===== src/rtl/core/kfb_pkg.sv =====
// Shared types and constants for the KWP2000 request frame builder.
// No dependencies; imported by every module of the block.
`timescale 1ns / 1ps

package kfb_pkg;

  // Frame format constants.
  localparam logic [7:0] FMT_BASE            = 8'h80;
  localparam logic [6:0] SHORT_LIMIT         = 7'd63;
  localparam int         DEFAULT_MAX_PAYLOAD = 127;

  // Field widths.
  localparam int BYTE_W = 8;
  localparam int LEN_W  = 7;

  // Input item kinds.
  typedef enum logic {
    FUNC_START = 1'b0,
    FUNC_DATA  = 1'b1
  } func_t;

  // Configuration register indexes.
  typedef enum logic {
    CFG_TARGET = 1'b0,
    CFG_SOURCE = 1'b1
  } cfg_idx_t;

  // Position within the byte sequence produced by one item.
  typedef enum logic [2:0] {
    STEP_FIRST  = 3'd0,
    STEP_SECOND = 3'd1,
    STEP_THIRD  = 3'd2,
    STEP_FOURTH = 3'd3,
    STEP_FIFTH  = 3'd4
  } step_t;

  // One input item as held in the input register.
  typedef struct packed {
    func_t             func;
    logic [BYTE_W-1:0] service_byte;
    logic [LEN_W-1:0]  payload_length;
    logic [BYTE_W-1:0] payload_byte;
  } item_t;

  // Addresses taken from the configuration registers.
  typedef struct packed {
    logic [BYTE_W-1:0] target_address;
    logic [BYTE_W-1:0] source_address;
  } addr_cfg_t;

endpackage


===== src/rtl/core/kfb_in_stage.sv =====
// Input register of the frame builder: holds one item until the sequencer releases it.
// Depends on kfb_pkg.
`timescale 1ns / 1ps

module kfb_in_stage (
  input  logic          clk,
  input  logic          rst_n,
  input  logic          in_valid,
  output logic          in_ready,
  input  kfb_pkg::item_t in_item,
  input  logic          release_item,
  output logic          hold_valid,
  output kfb_pkg::item_t hold_item
);
  import kfb_pkg::*;

  logic  hold_valid_r;
  logic  hold_valid_nxt;
  item_t hold_item_r;
  logic  load;

  // A new item may enter when the register is empty or is emptied this cycle.
  assign in_ready = !hold_valid_r || release_item;
  assign load     = in_valid && in_ready;

  always_comb begin
    hold_valid_nxt = hold_valid_r;
    if (load) begin
      hold_valid_nxt = 1'b1;
    end else if (release_item) begin
      hold_valid_nxt = 1'b0;
    end
  end

  always_ff @(posedge clk) begin
    if (!rst_n) begin
      hold_valid_r <= 1'b0;
    end else begin
      hold_valid_r <= hold_valid_nxt;
    end
  end

  // Payload register needs no reset.
  always_ff @(posedge clk) begin
    if (load) begin
      hold_item_r <= in_item;
    end
  end

  assign hold_valid = hold_valid_r;
  assign hold_item  = hold_item_r;

endmodule


===== src/rtl/core/kfb_sequencer.sv =====
// Frame sequencer: walks the bytes one held item produces, keeps the frame state
// and drives the result register. Depends on kfb_pkg.
`timescale 1ns / 1ps

module kfb_sequencer #(
  parameter int MAX_PAYLOAD = kfb_pkg::DEFAULT_MAX_PAYLOAD
) (
  input  logic                       clk,
  input  logic                       rst_n,
  input  logic                       hold_valid,
  input  kfb_pkg::item_t             hold_item,
  input  kfb_pkg::addr_cfg_t         addr_cfg,
  output logic                       release_item,
  output logic                       out_valid,
  input  logic                       out_ready,
  output logic [kfb_pkg::BYTE_W-1:0] out_frame_byte,
  output logic                       out_frame_end
);
  import kfb_pkg::*;

  localparam logic [BYTE_W-1:0] MaxPl = BYTE_W'(MAX_PAYLOAD);

  // Frame state.
  logic [BYTE_W-1:0] sum_r, sum_nxt;
  logic [LEN_W-1:0]  left_r, left_nxt;
  logic              open_r, open_nxt;
  step_t             step_r, step_nxt;

  // Result register.
  logic              out_valid_r, out_valid_nxt;
  logic [BYTE_W-1:0] out_byte_r;
  logic              out_end_r;

  // Decode of the current step.
  logic              is_start;
  logic              is_long;
  logic              drop;
  logic              out_free;
  logic              emit;
  logic              last_step;
  logic              is_sum;
  logic [BYTE_W-1:0] cur_byte;

  assign is_start = hold_item.func == FUNC_START;
  assign is_long  = hold_item.payload_length >= SHORT_LIMIT;
  assign out_free = !out_valid_r || out_ready;

  // An oversized start or a stray data item produces nothing. The check on a data
  // item applies to its payload byte only; its checksum step follows regardless.
  always_comb begin
    if (is_start) begin
      drop = {1'b0, hold_item.payload_length} > MaxPl;
    end else begin
      drop = (step_r == STEP_FIRST) && (!open_r || (left_r == '0));
    end
  end

  assign emit         = hold_valid && !drop && out_free;
  assign release_item = hold_valid && (drop || (emit && last_step));

  // Select the byte for the current step.
  always_comb begin
    cur_byte  = sum_r;
    last_step = 1'b1;
    is_sum    = 1'b0;
    if (is_start) begin
      unique case (step_r)
        STEP_FIRST: begin
          cur_byte  = is_long ? FMT_BASE
                              : FMT_BASE + BYTE_W'(hold_item.payload_length) + 8'd1;
          last_step = 1'b0;
        end
        STEP_SECOND: begin
          cur_byte  = addr_cfg.target_address;
          last_step = 1'b0;
        end
        STEP_THIRD: begin
          cur_byte  = addr_cfg.source_address;
          last_step = 1'b0;
        end
        STEP_FOURTH: begin
          cur_byte  = is_long ? BYTE_W'(hold_item.payload_length) + 8'd1
                              : hold_item.service_byte;
          last_step = !is_long && (hold_item.payload_length != '0);
        end
        default: begin
          // Long form ends on the service byte, an empty short frame on its sum.
          cur_byte = is_long ? hold_item.service_byte : sum_r;
          is_sum   = !is_long;
        end
      endcase
    end else begin
      if (step_r == STEP_FIRST) begin
        cur_byte  = hold_item.payload_byte;
        last_step = left_r != LEN_W'(1);
      end else begin
        cur_byte = sum_r;
        is_sum   = 1'b1;
      end
    end
  end

  // Next frame state and step.
  always_comb begin
    sum_nxt  = sum_r;
    left_nxt = left_r;
    open_nxt = open_r;
    step_nxt = step_r;
    if (emit) begin
      step_nxt = last_step ? STEP_FIRST : step_t'(step_r + 3'd1);
      if (is_sum) begin
        sum_nxt  = '0;
        left_nxt = '0;
        open_nxt = 1'b0;
      end else if (is_start && step_r == STEP_FIRST) begin
        sum_nxt  = cur_byte;
        left_nxt = hold_item.payload_length;
        open_nxt = 1'b1;
      end else begin
        sum_nxt = sum_r + cur_byte;
        if (!is_start) begin
          left_nxt = left_r - LEN_W'(1);
        end
      end
    end
  end

  always_comb begin
    out_valid_nxt = out_valid_r;
    if (emit) begin
      out_valid_nxt = 1'b1;
    end else if (out_ready) begin
      out_valid_nxt = 1'b0;
    end
  end

  always_ff @(posedge clk) begin
    if (!rst_n) begin
      sum_r       <= '0;
      left_r      <= '0;
      open_r      <= 1'b0;
      step_r      <= STEP_FIRST;
      out_valid_r <= 1'b0;
    end else begin
      sum_r       <= sum_nxt;
      left_r      <= left_nxt;
      open_r      <= open_nxt;
      step_r      <= step_nxt;
      out_valid_r <= out_valid_nxt;
    end
  end

  // Result payload register.
  always_ff @(posedge clk) begin
    if (emit) begin
      out_byte_r <= cur_byte;
      out_end_r  <= is_sum;
    end
  end

  assign out_valid      = out_valid_r;
  assign out_frame_byte = out_byte_r;
  assign out_frame_end  = out_end_r;

endmodule


===== src/rtl/core/kwp2000_frame_builder.sv =====
// KWP2000 request frame builder: one byte per cycle after an input register,
// while the result channel is not stalled. A data item gives its payload byte (the
// last one also adds the sum); a start gives its header bytes one by one through the
// shared result register.
// Reset (synchronous, rst_n low): no frame open, addresses 0x10 / 0xF1, outputs empty.
`timescale 1ns / 1ps

module kwp2000_frame_builder #(
  parameter int MAX_PAYLOAD = kfb_pkg::DEFAULT_MAX_PAYLOAD
) (
  input  logic                       clk,
  input  logic                       rst_n,
  // Configuration write port.
  input  logic                       cfg_we,
  input  logic                       cfg_index,
  input  logic [kfb_pkg::BYTE_W-1:0] cfg_data,
  // Input channel.
  input  logic                       in_valid,
  output logic                       in_ready,
  input  logic                       in_func,
  input  logic [kfb_pkg::BYTE_W-1:0] in_service_byte,
  input  logic [kfb_pkg::LEN_W-1:0]  in_payload_length,
  input  logic [kfb_pkg::BYTE_W-1:0] in_payload_byte,
  // Result channel.
  output logic                       out_valid,
  input  logic                       out_ready,
  output logic [kfb_pkg::BYTE_W-1:0] out_frame_byte,
  output logic                       out_frame_end
);
  import kfb_pkg::*;

  addr_cfg_t cfg_r;
  item_t     in_item;
  item_t     hold_item;
  logic      hold_valid;
  logic      release_item;

  // Address registers.
  always_ff @(posedge clk) begin
    if (!rst_n) begin
      cfg_r.target_address <= 8'h10;
      cfg_r.source_address <= 8'hF1;
    end else if (cfg_we) begin
      unique case (cfg_idx_t'(cfg_index))
        CFG_TARGET: cfg_r.target_address <= cfg_data;
        CFG_SOURCE: cfg_r.source_address <= cfg_data;
        default:    cfg_r <= cfg_r;
      endcase
    end
  end

  assign in_item.func           = func_t'(in_func);
  assign in_item.service_byte   = in_service_byte;
  assign in_item.payload_length = in_payload_length;
  assign in_item.payload_byte   = in_payload_byte;

  kfb_in_stage u_in_stage (
    .clk          (clk),
    .rst_n        (rst_n),
    .in_valid     (in_valid),
    .in_ready     (in_ready),
    .in_item      (in_item),
    .release_item (release_item),
    .hold_valid   (hold_valid),
    .hold_item    (hold_item)
  );

  kfb_sequencer #(
    .MAX_PAYLOAD (MAX_PAYLOAD)
  ) u_sequencer (
    .clk            (clk),
    .rst_n          (rst_n),
    .hold_valid     (hold_valid),
    .hold_item      (hold_item),
    .addr_cfg       (cfg_r),
    .release_item   (release_item),
    .out_valid      (out_valid),
    .out_ready      (out_ready),
    .out_frame_byte (out_frame_byte),
    .out_frame_end  (out_frame_end)
  );

endmodule


===== config.mk =====
export PLATFORM = sky130hd
export DESIGN_NAME = kwp2000_frame_builder
export DESIGN_NICKNAME = d
export VERILOG_FILES = /design/src/rtl/core/kfb_pkg.sv /design/src/rtl/core/kfb_in_stage.sv /design/src/rtl/core/kfb_sequencer.sv /design/src/rtl/core/kwp2000_frame_builder.sv
export SDC_FILE = /design/constraint.sdc
export NUM_CORES = 1
export LEC_CHECK = 0
export BUFFER_PORTS_ARGS = -buffer_cell sky130_fd_sc_hd__clkbuf_2
export CAP_MARGIN = 5
export CORE_UTILIZATION = 55
export DETAILED_ROUTE_END_ITERATION = 12
export GPL_TIMING_DRIVEN = 0
export HOLD_SLACK_MARGIN = 0.05
export MAX_ROUTING_LAYER = met4
export PLACE_DENSITY = 0.76
export SLEW_MARGIN = 10
export SYNTH_ARGS = -nofsm -noshare
export SYNTH_HDL_FRONTEND = slang
export SYNTH_SLANG_ARGS = --single-unit

===== constraint.sdc =====
create_clock -name clk -period 6.8 [get_ports clk]
set_input_delay 1.02 -clock clk [delete_from_list [all_inputs] [get_ports clk]]
set_output_delay 1.02 -clock clk [all_outputs]
set_load 0.01 [all_outputs]

# After elaboration in Yosys (flattened, before gate mapping)

Index checks and enable logic that the tools add are counted.

Order comparisons: 1
Add/subtract/negate cells: 6
Muxes and demuxes: 25
Bitwise operators: 2
Eq/ne operators: 4
Reductions and logical operators: 30

Operators with widths:

| operator                                                               | number |
|---|---|
| 8-bit two-way mux                                                      | 7 |
| 8-bit case mux with 4 select lines                                     | 1 |
| 7-bit two-way mux                                                      | 3 |
| 1-bit two-way mux                                                      | 12 |
| 7-bit by 1-bit adder with 8-bit output (second input constant)         | 1 |
| 8-bit by 1-bit adder with 8-bit output (second input constant)         | 1 |
| 8-bit by 7-bit adder with 8-bit output (first input constant)          | 1 |
| 8-bit adder                                                            | 1 |
| 1-bit logical AND                                                      | 8 |
| 2-bit AND reduction                                                    | 4 |
| 7-bit by 6-bit >= comparator with 1-bit output (second input constant) | 1 |
| 7-bit zero test                                                        | 1 |
| 7-bit by 1-bit != test with 1-bit output (second input constant)       | 1 |
| 7-bit nonzero test                                                     | 1 |
| 7-bit by 1-bit subtractor with 7-bit output (second input constant)    | 1 |
| 3-bit by 2-bit == test with 1-bit output (second input constant)       | 2 |
| 2-bit nonzero test                                                     | 3 |
| 1-bit zero test                                                        | 5 |
| 1-bit logical OR                                                       | 4 |
| 4-bit OR reduction                                                     | 1 |
| 3-bit by 1-bit adder with 3-bit output (second input constant)         | 1 |
| 3-bit by 1-bit == test with 1-bit output (second input constant)       | 1 |
| 3-bit zero test                                                        | 1 |
| 3-bit two-way mux                                                      | 1 |
| other kinds (4)                                                        | 5 |

Output and inout port bits: 11
Input bits: 38
Word-level logic and storage cells: 82
Flip-flop bits (word level): 70

# Longest topological paths before layout

Depth after elaboration: 13
Mapped depth: 19
Depth with buffers taken out: 17

# Modules after synthesis

A second synthesis with hierarchy kept.

Cells, all modules: 422
Area, all modules: 3946.3 sq um

By module, submodules not included:

| module                | sequential area each (sq um) | area each (sq um) | instances | cells each |
|---|---|---|---|---|
| kfb_sequencer         | 670.6                        | 2532.4            | 1         | 326 |
| kfb_in_stage          | 740.7                        | 778.2             | 1         | 29 |
| kwp2000_frame_builder | 320.3                        | 635.6             | 1         | 67 |

# Least setup slack after synthesis

Ideal clock, no wire load.

Path type: register to register
Start point: reg u_in_stage.hold_item_r, in the netlist u_in_stage.hold_item[8]
End point: reg u_sequencer.sum_r[6]
Required time: 6713 ps
Stages on the path, launching flop included: 20
Arrival: 3185 ps
Setup time: 87 ps
Path buffers: 2
Clock period less this slack: 3272 ps
Slack: 3528 ps
Path through: edfxtp_1 > ha_1 > clkbuf_1 > a21o_1 > a21o_4 > buf_6 > mux2i_1 > o22ai_1 > nor3_2 > a31oi_1 > ha_1 > inv_1 > fa_1 > nor2b_1 > o21ai_0 > a21boi_1 > o21a_1 > or3_1 > a21oi_1 > o31ai_1

Longest elaborated chain between the ends: 8
Elaborated cells between the ends (all ways): 15
Those cells by class: add/sub: 4; order compare: 1; mux: 9; reduce/logical: 1

Ends and longest elaborated chain:

| item                                   | line                 | RTL |
|---|---|---|
| start: declaration                     | kfb_in_stage.sv:19   | `item_t hold_item_r;` |
| start signal: assignment               | kfb_in_stage.sv:46   | `hold_item_r <= in_item;` |
| 8-bit by 7-bit adder with 8-bit output | kfb_sequencer.sv:70  | `: FMT_BASE + BYTE_W'(hold_item.payload_length) + 8'd1;` |
| 8-bit by 1-bit adder with 8-bit output | kfb_sequencer.sv:70  |  |
| 8-bit two-way mux                      | kfb_sequencer.sv:69  | `cur_byte = is_long ? FMT_BASE` |
| 8-bit case mux with 4 select lines *   | kfb_sequencer.sv:67  | `unique case (step_r)` |
| 8-bit two-way mux *                    | kfb_sequencer.sv:66  | `if (is_start) begin` |
| named net u_sequencer.cur_byte[0]      | kfb_sequencer.sv:42  | `logic [BYTE_W-1:0] cur_byte;` |
| 8-bit adder *                          | kfb_sequencer.sv:120 | `sum_nxt = sum_r + cur_byte;` |
| 8-bit two-way mux *                    | kfb_sequencer.sv:115 | `end else if (is_start && step_r == STEP_FIRST) begin` |
| 8-bit two-way mux *                    | kfb_sequencer.sv:111 | `if (is_sum) begin` |
| end signal: assignment                 | kfb_sequencer.sv:145 | `sum_r <= sum_nxt;` |
| end: declaration                       | kfb_sequencer.sv:24  | `logic [BYTE_W-1:0] sum_r, sum_nxt;` |

Mark *: on every way through the listed nets, which the timed path passes. The rest lies on a longest branch.
A chain may end at the register's enable or synchronous reset.

# Worst setup path after layout

Start point: reg u_sequencer.step_r[2]
End point: reg u_sequencer.sum_r[7]

Longest elaborated chain between the ends: 6
Elaborated cells between the ends (all ways): 20
Those cells by class: add/sub: 1; eq/ne: 3; mux: 9; reduce/logical: 7

Ends and longest elaborated chain:

| item                                                                    | line                                     | RTL |
|---|---|---|
| start: declaration                                                      | kfb_sequencer.sv:27                      | `step_t step_r, step_nxt;` |
| start signal: assignment                                                | kfb_sequencer.sv:148                     | `step_r <= step_nxt;` |
| 3-bit by 2-bit == test with 1-bit output (tied with other cells)        | kfb_sequencer.sv:67                      |  |
| 8-bit case mux with 4 select lines or 8-bit two-way mux (tied branches) | kfb_sequencer.sv:67, kfb_sequencer.sv:93 |  |
| 8-bit two-way mux *                                                     | kfb_sequencer.sv:66                      |  |
| named net u_sequencer.cur_byte[4]                                       | kfb_sequencer.sv:42                      |  |
| 8-bit adder *                                                           | kfb_sequencer.sv:120                     |  |
| 8-bit two-way mux *                                                     | kfb_sequencer.sv:115                     |  |
| 8-bit two-way mux *                                                     | kfb_sequencer.sv:111                     |  |

Marked as above.

==> metrics.yaml <==
outcome:
  run_status: "finished clean"
power:
  vdd_drop_max_v: 0.000158
  p_per_area_mw_per_mm2: 239
  leakage_nw: 1.80
  power_mw: 1.07
sta:
  tns_ps: 0
  clock-skew-final_ps: 6.13
  drv_slew: 0
  max_freq_mhz: 262
  timing.final.ws_setup_ps: 2980
  hold_ws_ps: 460
  hold_viol: 0
  rsz0062_at_grt: "no"
  period_minus_slack_ps: 3820
  tightest_slew_ps: 1210
  fin_crit_sh_pct: 56.1
  finalSetupViolCount: 0
  slew_headroom_pct: 19.1
detailed_routing:
  wirelength_um: 9120
  drt_iter0_markers: 245
  dr.pass1.iters: 5
  viasPerCell: 5.77
  drc: 0
  routedWlPerCell_um: 15.8
  ant_nets: 0
  vias: 3327
setup_path:
  critPathRequiredTime_ps: 7040
  startpoint: "u_sequencer.step_r[2]"
  crit_path_end_kind: "register"
  crit_type: "register to register"
  r2r_start: "u_sequencer.step_r[2]"
  critical_path.max_fanout: 10
  cp.arrival_ps: 4060
  start_kind: "register"
place:
  dp.cells: 561
  placed_cell_area_mm2: 0.00423
  pre_cts_ws_ps: 3070
  gp_congestion: 0.921
  io_buffer_count: 48
  place_hpwl_um: 6670
cts:
  ctsRootBufferMaster: "clkbuf_8"
  cts_buffers: 9
  cts.sinks: 70
  path_clk_slew_ps: 80
  cts_tree: "built"
  cts_buffer_depth: 2
  postCtsSetupBuffers: 0
  clock_latency_ps: 360
  ctsHoldBuffers: 0
  cts_resized: 0
  cts_htree_levels: 3
cells_and_area:
  n_fill_cell: 570
  final_area_mm2: 0.00446
  final_cells: 577
  antenna_cells: 0
  seq_area_mm2: 0.00173
  num-nets-final: 531
  multi_input_area_mm2: 0.00192
  final_cell_mix: "74 x nand2_1, 48 x clkbuf_2, 37 x dfxtp_1, 33 x edfxtp_1, 31 x nor2_1"
  layout-drive-gt1-share_pct: 18.1
  final_util_pct: 65.7
  final_common_cell: "nand2_1"
  synthToLayoutAreaGrowth_pct: 15.4
die:
  die_w_um: 85.8
  fp.dieArea_mm2: 0.00737
  ioPinCount: 49
  die_h_um: 85.8
  start_util_pct: 56.9
  fp-row-count: 30
  core_mm2: 0.00679
global_routing:
  grt_pass1_wl_um: 15200
  grt_pass1_vias: 3165
  grt_antenna_before_repair: 0
  overflow: 0
  grt_max_degree: 25
  track_usage_pct: 27.7
min_path:
  hp-class: "register to register"
  min_from: "u_sequencer.left_r[6]"
synth:
  synthFlopType: "dfxtp_1"
  netlist_area_mm2: 0.00387
  synth-edff-count: 33
  syn_nets: 472
  seq_area_frac_synth_pct: 44.8
  synth_warnings: 0
  avgSynthCellArea_um2: 9.27
  ys_ff_latch: 70
  syn_inst: 417
  ys_types: 64
  async_flop_share_pct: 0
run:
  cap_viol_max_count: 0
-- final timing paths --
check                           cells after the start                    end  slack [ps]
worst max register to register                     17   u_sequencer.sum_r[7]        2980
worst min register to register                      2  u_sequencer.left_r[6]         460
worst min-delay path                                2  u_sequencer.left_r[6]         460
worst max-delay path                               17   u_sequencer.sum_r[7]        2980
-- sequential cells by signal, indices dropped and copies added (netlist names) --
name / flops
u_in_stage.hold_item: 24
u_sequencer.out_frame_byte: 8
u_in_stage.hold_valid: 1
u_sequencer.open_r: 1
u_sequencer.left_r: 7
u_sequencer.out_frame_end: 1
u_sequencer.sum_r: 8
u_sequencer.out_valid: 1
cfg_r: 16
u_sequencer.step_r: 3
-- worst max-delay path, cell delays in order (launching register included) --
cell      delay, ps
dfxtp_1         350
buf_2           200
inv_2            90
ha_1            140
clkbuf_1        340
inv_1           250
o21ai_4         210
o22ai_1         140
a311oi_1        370
a21oi_1         180
ha_1            360
nand3_1         110
o211ai_1        110
o41ai_1         350
xor2_1          180
nor2_1           60
xnor2_1         190
o21ai_2          60
-- cell type report --
cell class	count	share of cell area (%)
multi-input combinational	301	43.0
buffer	26	3.11
tap	96	2.69
inverter	20	1.68
clock inverter	7	2.52
clock buffer	9	2.78
timing repair buffer	48	5.38
sequential	70	38.8
-- logic make-up after synthesis --
logic type,synth area share (%)
fa+ha+maj,5.70
buf+inv,5.53
mux,2.07
simple gates,18.4
compound gates,20.4
xor+xnor,3.17
flops,44.8
-- report_power, final --
| part | internal [mW] | switching, mW | total, mW |
|---|---|---|---|
| clock | 0.241 | 0.160 | 0.401 |
| combinational | 0.0727 | 0.105 | 0.178 |
| sequential | 0.470 | 0.0179 | 0.488 |
-- cells in the mapped netlist, drive strengths merged (6+ instances only) --
cell type	count	area share, %
a21boi	19	3.7
a21oi	14	1.9
a22oi	6	1.2
a31oi	11	1.8
and2	6	0.97
buf	12	2.2
clkbuf	14	1.4
dfxtp	37	19
edfxtp	33	26
ha	16	5.2
inv	19	1.8
mux2i	8	2.1
nand2	74	7.2
nand3	15	1.9
nor2	32	3.3
o2111ai	6	1.4
o21ai	14	2.2
xnor2	6	1.4
xor2	8	1.8
-- per-layer routing --
metal	share of wire [%]	vias up	GRT usage, %
met5	0	-	-
met4	1.8	0	11.1
met3	6.2	17	6.26
met2	48	129	44.8
met1	44	1560	33.9
li1	-	1621	-
Power figures use the tool's default switching activity.
